$ cat config.mk
export PLATFORM = sky130hd
export DESIGN_NAME = bitmap_bit_allocator
export DESIGN_NICKNAME = d
export VERILOG_FILES = /design/src/rtl/core/bba_pkg.sv /design/src/rtl/core/bitmap_bit_allocator.sv /design/src/rtl/core/bba_ctrl.sv /design/src/rtl/core/bba_dp.sv
export SDC_FILE = /design/constraint.sdc
export NUM_CORES = 2
export LEC_CHECK = 0
export ABC_AREA = 0
export BUFFER_PORTS_ARGS = -buffer_cell sky130_fd_sc_hd__buf_2
export CORE_MARGIN = 8
export CORE_UTILIZATION = 30
export DETAILED_ROUTE_END_ITERATION = 10
export PLACE_DENSITY = 0.47
export RECOVER_POWER = 50
export SLEW_MARGIN = 15
export SYNTH_ARGS = -nofsm -noshare
export SYNTH_HDL_FRONTEND = slang
export SYNTH_SLANG_ARGS = --single-unit
$ cat constraint.sdc
create_clock -name clk_i -period 20.9 [get_ports clk_i]
set_clock_uncertainty 0.1 [all_clocks]
set_input_delay 4.18 -clock clk_i [delete_from_list [all_inputs] [get_ports clk_i]]
set_output_delay 4.18 -clock clk_i [all_outputs]
set_load 0.02 [all_outputs]
$ cat src/rtl/core/bba_pkg.sv
`default_nettype none

package bba_pkg;

  localparam int WORD_BITS = 64;
  localparam int MAP_BITS  = 1024;
  localparam int NUM_WORDS = MAP_BITS / WORD_BITS;
  localparam int WADDR_W   = $clog2(NUM_WORDS);
  localparam int BPOS_W    = $clog2(WORD_BITS);
  localparam int IDX_W     = 10;
  localparam int CNT_W     = 11;
  localparam int CMD_W     = 3;

  typedef enum logic [CMD_W-1:0] {
    CMD_TEST_SET   = 3'd0,
    CMD_TEST_CLEAR = 3'd1,
    CMD_ALLOCATE   = 3'd2,
    CMD_NEXT_SET   = 3'd3,
    CMD_COUNT      = 3'd4,
    CMD_SET_PREFIX = 3'd5
  } cmd_e;

  // Controller to datapath
  typedef struct packed {
    logic load;      // capture input item, restart scan
    logic step;      // process one word of the current command
    logic post;      // move result into output register
    logic cfg_load;  // capture new length
    logic clr_step;  // trim one word to the length
  } dp_ctrl_t;

  // Datapath to controller
  typedef struct packed {
    logic done;      // current step is the last one of the command
    logic last;      // word counter at final word
    logic out_free;  // output register can take a result
  } dp_sts_t;

  // Bits of word w that lie below n
  function automatic logic [WORD_BITS-1:0] word_mask(input logic [WADDR_W-1:0] w,
                                                     input logic [CNT_W-1:0]   n);
    logic [CNT_W-1:0] base;
    logic [CNT_W-1:0] rem;
    logic [WORD_BITS-1:0] m;
    base = CNT_W'({w, {BPOS_W{1'b0}}});
    rem  = n - base;
    if (n >= base + CNT_W'(WORD_BITS)) begin
      m = '1;
    end else if (n <= base) begin
      m = '0;
    end else begin
      m = {WORD_BITS{1'b1}} >> ((BPOS_W+1)'(WORD_BITS) - {1'b0, rem[BPOS_W-1:0]});
    end
    return m;
  endfunction

  function automatic logic [BPOS_W:0] pop_count(input logic [WORD_BITS-1:0] w);
    logic [BPOS_W:0] c;
    c = '0;
    for (int i = 0; i < WORD_BITS; i++) begin
      c = c + (BPOS_W+1)'(w[i]);
    end
    return c;
  endfunction

  // Position of the lowest set bit
  function automatic logic [BPOS_W-1:0] first_one(input logic [WORD_BITS-1:0] w);
    logic [BPOS_W-1:0] p;
    p = '0;
    for (int i = WORD_BITS - 1; i >= 0; i--) begin
      if (w[i]) begin
        p = BPOS_W'(i);
      end
    end
    return p;
  endfunction

endpackage

`default_nettype wire

$ cat src/rtl/core/bitmap_bit_allocator.sv
// Channel   Direction  Handshake          Payload
// in        input      in_valid/stall     command, bit_index, prefix_count
// out       output     out_valid/stall    old_bit, found, found_index, set_count, range_error
// cfg       input      cfg_valid/ready    used_bits
//
// An item is transferred while idle, then takes 1 step (test commands, unknown codes)
// or up to 16 steps (allocate, search, count, prefix: one map word per step),
// then loads the output register once that register is free.
// A length write starts a sweep over all 16 map words that trims the map to the new length.
// Reset clears the map and sets the length to 1024.
// A stalled result sits in the output register; the next item is taken meanwhile.
`default_nettype none

module bitmap_bit_allocator
  import bba_pkg::*;
(
  input  wire logic              clk_i,
  input  wire logic              rst_ni,
  input  wire logic              in_valid_i,
  output logic                   in_stall_o,
  input  wire logic [CMD_W-1:0]  command_i,
  input  wire logic [IDX_W-1:0]  bit_index_i,
  input  wire logic [CNT_W-1:0]  prefix_count_i,
  output logic                   out_valid_o,
  input  wire logic              out_stall_i,
  output logic                   old_bit_o,
  output logic                   found_o,
  output logic [IDX_W-1:0]       found_index_o,
  output logic [CNT_W-1:0]       set_count_o,
  output logic                   range_error_o,
  input  wire logic              cfg_valid_i,
  output logic                   cfg_ready_o,
  input  wire logic [CNT_W-1:0]  used_bits_i
);

  dp_ctrl_t ctrl;
  dp_sts_t  sts;

  bba_ctrl u_ctrl (
    .clk_i       (clk_i),
    .rst_ni      (rst_ni),
    .in_valid_i  (in_valid_i),
    .in_stall_o  (in_stall_o),
    .cfg_valid_i (cfg_valid_i),
    .cfg_ready_o (cfg_ready_o),
    .ctrl_o      (ctrl),
    .sts_i       (sts)
  );

  bba_dp u_dp (
    .clk_i          (clk_i),
    .rst_ni         (rst_ni),
    .ctrl_i         (ctrl),
    .sts_o          (sts),
    .command_i      (command_i),
    .bit_index_i    (bit_index_i),
    .prefix_count_i (prefix_count_i),
    .used_bits_i    (used_bits_i),
    .out_stall_i    (out_stall_i),
    .out_valid_o    (out_valid_o),
    .old_bit_o      (old_bit_o),
    .found_o        (found_o),
    .found_index_o  (found_index_o),
    .set_count_o    (set_count_o),
    .range_error_o  (range_error_o)
  );

endmodule

`default_nettype wire

$ cat src/rtl/core/bba_ctrl.sv
`default_nettype none

module bba_ctrl
  import bba_pkg::*;
(
  input  wire logic     clk_i,
  input  wire logic     rst_ni,
  input  wire logic     in_valid_i,
  output logic          in_stall_o,
  input  wire logic     cfg_valid_i,
  output logic          cfg_ready_o,
  output dp_ctrl_t      ctrl_o,
  input  wire dp_sts_t  sts_i
);

  typedef enum logic [1:0] {
    ST_IDLE,
    ST_RUN,
    ST_CLEAR,
    ST_POST
  } state_e;

  state_e state_q, state_d;

  // Next state and datapath commands
  always_comb begin
    state_d = state_q;
    ctrl_o  = '0;
    case (state_q)
      ST_IDLE: begin
        if (cfg_valid_i) begin
          ctrl_o.cfg_load = 1'b1;
          state_d         = ST_CLEAR;
        end else if (in_valid_i) begin
          ctrl_o.load = 1'b1;
          state_d     = ST_RUN;
        end
      end
      ST_RUN: begin
        ctrl_o.step = 1'b1;
        if (sts_i.done) begin
          state_d = ST_POST;
        end
      end
      ST_CLEAR: begin
        ctrl_o.clr_step = 1'b1;
        if (sts_i.last) begin
          state_d = ST_IDLE;
        end
      end
      ST_POST: begin
        if (sts_i.out_free) begin
          ctrl_o.post = 1'b1;
          state_d     = ST_IDLE;
        end
      end
      default: begin
        state_d = ST_IDLE;
      end
    endcase
  end

  // Config takes priority over items in idle
  assign in_stall_o  = (state_q != ST_IDLE) || cfg_valid_i;
  assign cfg_ready_o = (state_q == ST_IDLE);

  always_ff @(posedge clk_i or negedge rst_ni) begin
    if (!rst_ni) begin
      state_q <= ST_IDLE;
    end else begin
      state_q <= state_d;
    end
  end

endmodule

`default_nettype wire

$ cat src/rtl/core/bba_dp.sv
`default_nettype none

module bba_dp
  import bba_pkg::*;
(
  input  wire logic              clk_i,
  input  wire logic              rst_ni,
  input  wire dp_ctrl_t          ctrl_i,
  output dp_sts_t                sts_o,
  input  wire logic [CMD_W-1:0]  command_i,
  input  wire logic [IDX_W-1:0]  bit_index_i,
  input  wire logic [CNT_W-1:0]  prefix_count_i,
  input  wire logic [CNT_W-1:0]  used_bits_i,
  input  wire logic              out_stall_i,
  output logic                   out_valid_o,
  output logic                   old_bit_o,
  output logic                   found_o,
  output logic [IDX_W-1:0]       found_index_o,
  output logic [CNT_W-1:0]       set_count_o,
  output logic                   range_error_o
);

  logic [WORD_BITS-1:0] map_q [NUM_WORDS];
  logic [CNT_W-1:0]     len_q;
  logic [WADDR_W-1:0]   wcnt_q;
  logic                 out_valid_q;

  cmd_e                 cmd_q;
  logic [IDX_W-1:0]     idx_q;
  logic [CNT_W-1:0]     pfx_q;
  logic                 res_old_q, res_found_q, res_err_q;
  logic [IDX_W-1:0]     res_index_q;
  logic [CNT_W-1:0]     res_count_q;
  logic                 out_old_q, out_found_q, out_err_q;
  logic [IDX_W-1:0]     out_index_q;
  logic [CNT_W-1:0]     out_count_q;

  logic                 single;
  logic [WADDR_W-1:0]   rd_addr;
  logic [WADDR_W-1:0]   idx_word;
  logic [BPOS_W-1:0]    idx_bit;
  logic [WORD_BITS-1:0] word, live, above, cand;
  logic [BPOS_W-1:0]    pos;
  logic                 hit, tbit, terr;
  logic                 wr_en;
  logic [WORD_BITS-1:0] wr_data;
  logic [CNT_W-1:0]     pfx_clamp;
  cmd_e                 cmd_in;

  assign idx_word = idx_q[IDX_W-1:BPOS_W];
  assign idx_bit  = idx_q[BPOS_W-1:0];
  assign cmd_in   = cmd_e'(command_i);

  // Test commands and unknown codes finish in one step
  assign single = (cmd_q != CMD_ALLOCATE) && (cmd_q != CMD_NEXT_SET) &&
                  (cmd_q != CMD_COUNT) && (cmd_q != CMD_SET_PREFIX);

  // Word read and scan candidates
  always_comb begin
    rd_addr = (ctrl_i.step && single) ? idx_word : wcnt_q;
    word    = map_q[rd_addr];
    live    = word_mask(rd_addr, len_q);
    above   = (rd_addr == idx_word) ? (({WORD_BITS{1'b1}} << idx_bit) << 1) : '1;
    cand    = (cmd_q == CMD_ALLOCATE) ? (~word & live) : (word & live & above);
    pos     = first_one(cand);
    hit     = ((cmd_q == CMD_ALLOCATE) || (cmd_q == CMD_NEXT_SET)) && (|cand);
    tbit    = word[idx_bit];
    terr    = ({1'b0, idx_q} >= len_q);
  end

  // Word write-back
  always_comb begin
    wr_en   = 1'b0;
    wr_data = word;
    if (ctrl_i.clr_step) begin
      wr_en   = 1'b1;
      wr_data = word & live;
    end else if (ctrl_i.step) begin
      case (cmd_q)
        CMD_TEST_SET: begin
          wr_en   = !terr;
          wr_data = word | (WORD_BITS'(1) << idx_bit);
        end
        CMD_TEST_CLEAR: begin
          wr_en   = !terr;
          wr_data = word & ~(WORD_BITS'(1) << idx_bit);
        end
        CMD_ALLOCATE: begin
          wr_en   = hit;
          wr_data = word | (WORD_BITS'(1) << pos);
        end
        CMD_SET_PREFIX: begin
          wr_en   = 1'b1;
          wr_data = word_mask(rd_addr, pfx_q);
        end
        default: begin
          wr_en = 1'b0;
        end
      endcase
    end
  end

  assign pfx_clamp = (prefix_count_i > len_q) ? len_q : prefix_count_i;

  assign sts_o.last     = (wcnt_q == {WADDR_W{1'b1}});
  assign sts_o.done     = single || hit || sts_o.last;
  assign sts_o.out_free = !out_valid_q || !out_stall_i;

  // Map store, cleared at reset
  always_ff @(posedge clk_i or negedge rst_ni) begin
    if (!rst_ni) begin
      for (int i = 0; i < NUM_WORDS; i++) begin
        map_q[i] <= '0;
      end
    end else if (wr_en) begin
      map_q[rd_addr] <= wr_data;
    end
  end

  // Length, word counter and output valid
  always_ff @(posedge clk_i or negedge rst_ni) begin
    if (!rst_ni) begin
      len_q       <= CNT_W'(MAP_BITS);
      wcnt_q      <= '0;
      out_valid_q <= 1'b0;
    end else begin
      if (ctrl_i.cfg_load) begin
        len_q  <= (used_bits_i > CNT_W'(MAP_BITS)) ? CNT_W'(MAP_BITS) : used_bits_i;
        wcnt_q <= '0;
      end else if (ctrl_i.load) begin
        wcnt_q <= (cmd_in == CMD_NEXT_SET) ? bit_index_i[IDX_W-1:BPOS_W] : '0;
      end else if (ctrl_i.step || ctrl_i.clr_step) begin
        wcnt_q <= wcnt_q + WADDR_W'(1);
      end
      if (ctrl_i.post) begin
        out_valid_q <= 1'b1;
      end else if (!out_stall_i) begin
        out_valid_q <= 1'b0;
      end
    end
  end

  // Item, partial result and output payload
  always_ff @(posedge clk_i) begin
    if (ctrl_i.load) begin
      cmd_q       <= cmd_in;
      idx_q       <= bit_index_i;
      pfx_q       <= pfx_clamp;
      res_old_q   <= 1'b0;
      res_found_q <= 1'b0;
      res_err_q   <= 1'b0;
      res_index_q <= '0;
      res_count_q <= '0;
    end else if (ctrl_i.step) begin
      if ((cmd_q == CMD_TEST_SET) || (cmd_q == CMD_TEST_CLEAR)) begin
        res_old_q <= tbit && !terr;
        res_err_q <= terr;
      end
      if (hit) begin
        res_found_q <= 1'b1;
        res_index_q <= {rd_addr, pos};
      end
      if (cmd_q == CMD_COUNT) begin
        res_count_q <= res_count_q + CNT_W'(pop_count(word));
      end
    end
    if (ctrl_i.post) begin
      out_old_q   <= res_old_q;
      out_found_q <= res_found_q;
      out_err_q   <= res_err_q;
      out_index_q <= res_index_q;
      out_count_q <= res_count_q;
    end
  end

  assign out_valid_o   = out_valid_q;
  assign old_bit_o     = out_old_q;
  assign found_o       = out_found_q;
  assign found_index_o = out_index_q;
  assign set_count_o   = out_count_q;
  assign range_error_o = out_err_q;

endmodule

`default_nettype wire

# [Word-level counts from Yosys, hierarchy flattened]
# Cells that the tools add are included.
# W data, S select, Z words.
[classes] n_eq_ne=20 n_mux=108 n_lt_le_gt_ge=10 addsub=70 bitwise=9 shifts=5 n_reduce_logical=27 n_div=0 mul=0
[ops] op="$bwmux W1024" n=1
[ops] op="$mux W64" n=11
[ops] op="$add A7 B1 Y7" n=62
[ops] op="$mux W6" n=64
[ops] op="$and A64 B64 Y64" n=4
[ops] op="$bmux W64 S4" n=1
[ops] op="$demux W64 S4" n=1
[ops] op="$pmux W64 S4" n=1
[ops] op="$not A64 Y64" n=2
[ops] op="$or A64 B64 Y64" n=2
[ops] op="$shl A1 B6 Y64 const A" n=2
[ops] op="$shr A64 B7 Y64 const A" n=2
[ops] op="$reduce_or A64 Y1" n=1
[ops] op="$shl A64 B6 Y63 const A" n=1
[ops] op="$ge A11 B11 Y1" n=2
[ops] op="$le A11 B10 Y1" n=2
[ops] op="$mux W11" n=2
[ops] op="$mux W4" n=5
[ops] op="$mux W1" n=14
[ops] op="$sub A7 B6 Y7 const A" n=2
[ops] op="$sub A6 B1 Y6 const B" n=2
[ops] op="$add A10 B7 Y11 const B" n=1
[ops] op="$add A11 B7 Y11" n=1
[ops] op="$ge A10 B11 Y1" n=1
[ops] op="33 further kinds" n=62
[word_totals] latch_bits=0 mem_count=0 output_inout_bits=27 reg_bits=1114 ram_bits=0 rom_bits=0 inputBits=40

# [Longest topological paths before layout]
[depth] ltp_word=83 depth_mapped=41 ltp_nobuf=38

# [Cells and area by module]
# A second synthesis with hierarchy kept.
[hier_totals] cells_unflattened=7875 hier_area_um2=73421.7
[by_module_without_submodules] module="bba_dp" instances=1 area_each_um2=73266.5 cells_per_inst=7857
[by_module_without_submodules] module="bba_ctrl" instances=1 area_each_um2=155.1 cells_per_inst=18

# [Worst setup path before layout]
# Ideal clock, no wire load.
[synth_path] kind="register to register" start="register u_ctrl.state_q[1]" end="register u_dp.res_count_q[10]" stages_incl_launch_ff=38 setup_time_ns=0.165 setup_slack_ns=10.788 n_path_buf=4 t_arrival_ns=9.847 required_ns=20.635 path_cell_list="dfrtp_1 > inv_1 > ha_1 > inv_2 > buf_2 > o21ai_2 > nand2_1 > inv_1 > buf_1 > clkbuf_1 > clkbuf_1 > o21ai_0 > o21ai_0 > inv_1 > fa_1 > fa_1 > fa_1 > inv_1 > [2 not listed] > fa_1 > fa_1 > fa_1 > fa_1 > fa_1 > fa_1 > inv_1 > fa_1 > a21o_1 > a21oi_1 > nor2b_1 > o21ai_0 > nand2b_1 > a21oi_1 > nor2_1 > nand3_1 > xor2_1 > nor2_1"
[synth_between] elab_chain_cells=72
[synth_rtl] item="start, declared" line_no="bba_ctrl.sv:23" source="state_e state_q, state_d;"
[synth_rtl] item="start signal, assigned" line_no="bba_ctrl.sv:71" source="state_q <= state_d;"
[synth_rtl] item="$eq A2 B1 Y1" line_no="bba_ctrl.sv:29" source="case (state_q)"
[synth_rtl] item="$mux W1" line_no="bba_ctrl.sv:29"
[synth_rtl] item="$logic_and A1 B1 Y1" line_no="bba_dp.sv:60" source="rd_addr = (ctrl_i.step && single) ? idx_word : wcnt_q;"
[synth_rtl] item="$mux W4" line_no="bba_dp.sv:60"
[synth_rtl] item="$not A4 Y5 (not written as such)" line_no="bba_dp.sv:61" source="word = map_q[rd_addr];"
[synth_rtl] item="$bmux W64 S4" line_no="bba_dp.sv:61"
[synth_rtl] item="$mux W64 (not written as such) (2 in series)" line_no="bba_dp.sv:61"
[synth_rtl] item="$add A1 B1 Y2" line_no="bba_pkg.sv:61" source="c = c + (BPOS_W+1)'(w[i]);"
[synth_rtl] item="$add A7 B1 Y7 (62 in series)" line_no="bba_pkg.sv:61"
[synth_rtl] item="$add A11 B7 Y11" line_no="bba_dp.sv:164" source="res_count_q <= res_count_q + CNT_W'(pop_count(word));"
[synth_rtl] item="end signal, assigned" line_no="bba_dp.sv:164"
[synth_rtl] item="end, declared" line_no="bba_dp.sv:33" source="logic [CNT_W-1:0] res_count_q;"
# Parallel ways exist; a longest one is shown, timed or not. The select of a mux whose other input is x is not followed.
# A chain may end at the register's enable or synchronous reset.

==> out/qor.yml <==
finish:
  synthToLayoutAreaGrowth_pct: 12.7
  final_nets: 6977
  layout-drive-gt1-share: 0.241
  final_util: 0.339
  fill_cells: 23700
  design_area_um2: 79600
global_route:
  grt_max_degree: 166
  grt_pass1_vias: 61600
  grt_usage: 0.292
  grt_overflow: 0
  grt_first_pass_wirelength_mm: 523
  grt_antenna_before_repair: 24
critical_path:
  critPathArrivalTime_ps: 15440
  crit_slowest_cell: "clkbuf_1"
  critical-path-max-stage-delay_ps: 4120
  r2r_slack_ps: 6700
  worstSetupStartpointType: "input pin"
  required_ps: 21590
  cp_max_fo: 92
  end_kind: "async pin"
  cpMostUsedCell: "clkbuf_1"
  criticalPathCategory: "in2async"
  cp_cell_sequence: "clkbuf_1 > clkbuf_1 > clkbuf_1 > buf_4 > buf_4"
placement:
  post-dp-hpwl_mm: 261
  postPlaceCellArea_um2: 75000
  portBuffers: 66
  gp_congestion: 1.07
logic_synthesis:
  synth_area_um2: 70600
  yosysUniqueCellTypes: 130
  synth-seq-cells: 1114
  yosys_warnings: 0
  synth_nets: 7114
  syn_inst: 6954
  ys.flop_type: "dfrtp_1"
  async_flop_share: 0.935
  synth_area_per_cell_um2: 10.2
  synth_edf_count: 48
  seq_area_frac_synth: 0.397
route:
  drt_pass1_iterations: 8
  antenna_left: 0
  vias: 63400
  finalWirelength_mm: 380
  wl_per_cell_um: 37.7
  routed_via_density: 6.29
  drt_iter0_drc: 8335
  drc_errors: 0
timing:
  max-slew-margin-rel: -3.01
  fmax_ghz: 0.0678
  finalCritPeriodShare: 0.706
  hold_violations: 0
  drv_slew: 710
  setup_viol: 0
  finalCriticalPeriod_ps: 14750
  fin_hold_ws_ps: 320
  worst_pin_slew_ps: 6010
  rsz0062_at_grt: "false"
  tns_ps: 0
worst_hold_path:
  hold_path_class: "reg2reg"
cts:
  clk_path_buf_depth: 3
  clock-sinks: 1114
  cts_tree: "yes"
  h-tree-depth: 4
  worstSkewPairLatency_ps: 830
  cts_resized: 0
  root_buffer: "clkbuf_16"
  cts-hold-fix-buffers: 0
  cts_setup_buffers: 0
  cts-buffers-inserted: 138
  cts.clk_slew.worst_paths_ps: 90
floorplanning:
  die_area_um2: 251000
  ioPinCount: 67
  die_h_um: 501
  die-width_um: 501
  core_um2: 235000
  rows: 178
  start_util: 0.301
outcome:
  status: "complete, but fails checks"
  violations: "max-capacitance violations, max-slew violations"
job:
  maxCapViolations: 12
==> state kept, by name, indices dropped and copies added, names as in the netlist <==
signal,cells
u_dp.idx_q,10
u_dp.res_old_q,1
u_dp.out_valid_o,1
u_dp.set_count_o,11
u_dp.wcnt_q,4
u_dp.old_bit_o,1
u_dp.cmd_q,3
u_dp.found_index_o,10
u_dp.res_index_q,10
u_dp.range_error_o,1
u_dp.len_q,11
u_dp.map_q,1024
u_dp.found_o,1
u_dp.pfx_q,11
u_dp.res_err_q,1
u_dp.res_found_q,1
u_dp.res_count_q,11
u_ctrl.state_q,2
==> final timing paths <==
kind                                startpoint                     to  cells past startpoint
min in group asynchronous               rst_ni        u_dp.map_q[203]                      1
max in group clk_i               u_dp.idx_q[7]   u_dp.res_count_q[10]                     31
setup / recovery                        rst_ni        u_dp.map_q[927]                      5
hold reg to reg            u_dp.res_index_q[2]  u_dp.found_index_o[2]                      0
hold / removal             u_dp.res_index_q[2]  u_dp.found_index_o[2]                      0
setup reg to reg                 u_dp.idx_q[7]   u_dp.res_count_q[10]                     31
==> Yosys cell counts (all sizes together), types with 34 or more instances <==
cell type	number	area (µm²)
dfrtp	1041	26000
o21ai	877	4410
mux2	732	8240
nand2	600	2260
clkbuf	379	1420
a21oi	352	1770
buf	270	1580
nor2	266	1040
mux2i	260	2620
mux4	207	4660
nand3	203	1040
a211oi	152	1170
inv	124	465
nand2b	99	619
nor3	98	513
and3	85	537
a31oi	80	528
a22oi	76	576
ha	65	813
fa	55	1100
edfxtp	48	1440
o211ai	44	335
a311oi	43	383
o31ai	41	313
o2bb2ai	36	315
o221ai	34	317
==> per-layer routing <==
layer	global-route usage	part of all wire	vias up	routed length, µm
li1	-	-	25900	-
met1	0.390	0.41	33000	157000
met2	0.443	0.44	3608	165000
met3	0.0621	0.086	916	32700
met4	0.155	0.064	12	24300
met5	0	0.00024	-	92
==> placed cells by master, fill, tap and decap left out, drive strengths merged, types with 48 or more instances in the layout <==
cell and count:
nor2 266, nand3 203, nor3 98, a211oi 152
o21ai 877, ha 65, mux2 732, a31oi 80
and3 85, inv 131, nand2 600, nand2b 99
dfrtp 1041, a21oi 352, mux4 207, mux2i 260
fa 55, buf 321, edfxtp 48, a22oi 76
clkbuf 249
==> critical path, delay by kind of cell <==
family                 cells  cell delay, ps
buffers and inverters      5           11060
==> stage by stage <==
| stage | worst slack (ps) | std cells |
|---|---|---|
| after floorplan | 10790 | 6954 |
| after global placement | 7690 | 9827 |
| after detailed placement | 8050 | 9827 |
| after CTS | 8050 | 10100 |
| after global routing | 4240 | 10100 |
| final | 6150 | 10100 |
==> final cells by class <==
class | instances | area, µm² | area share
clock inverter | 45 | 658 | 0.00827
timing repair buffer | 372 | 2630 | 0.0331
inverter | 126 | 475 | 0.00597
multi-input combinational | 5065 | 39800 | 0.501
antenna | 7 | 17.5 | 0.000220
sequential | 1114 | 28000 | 0.352
tap | 3150 | 3940 | 0.0495
clock buffer | 198 | 4000 | 0.0503
==> cells by family (layout without fill, tap and decap cells) <==
logic type,Yosys count,after routing,synth area share
flops,1114,1114,0.397
buf+inv,775,741,0.0493
xor+xnor,34,34,0.00475
fa+ha+maj,120,120,0.0271
other cells,0,7,0
simple gates,1554,1554,0.105
mux,1199,1199,0.220
compound gates,2158,2158,0.197
Power is not shown: default switching activity piles up to over one toggle a cycle in this logic, so the estimate is an artifact.
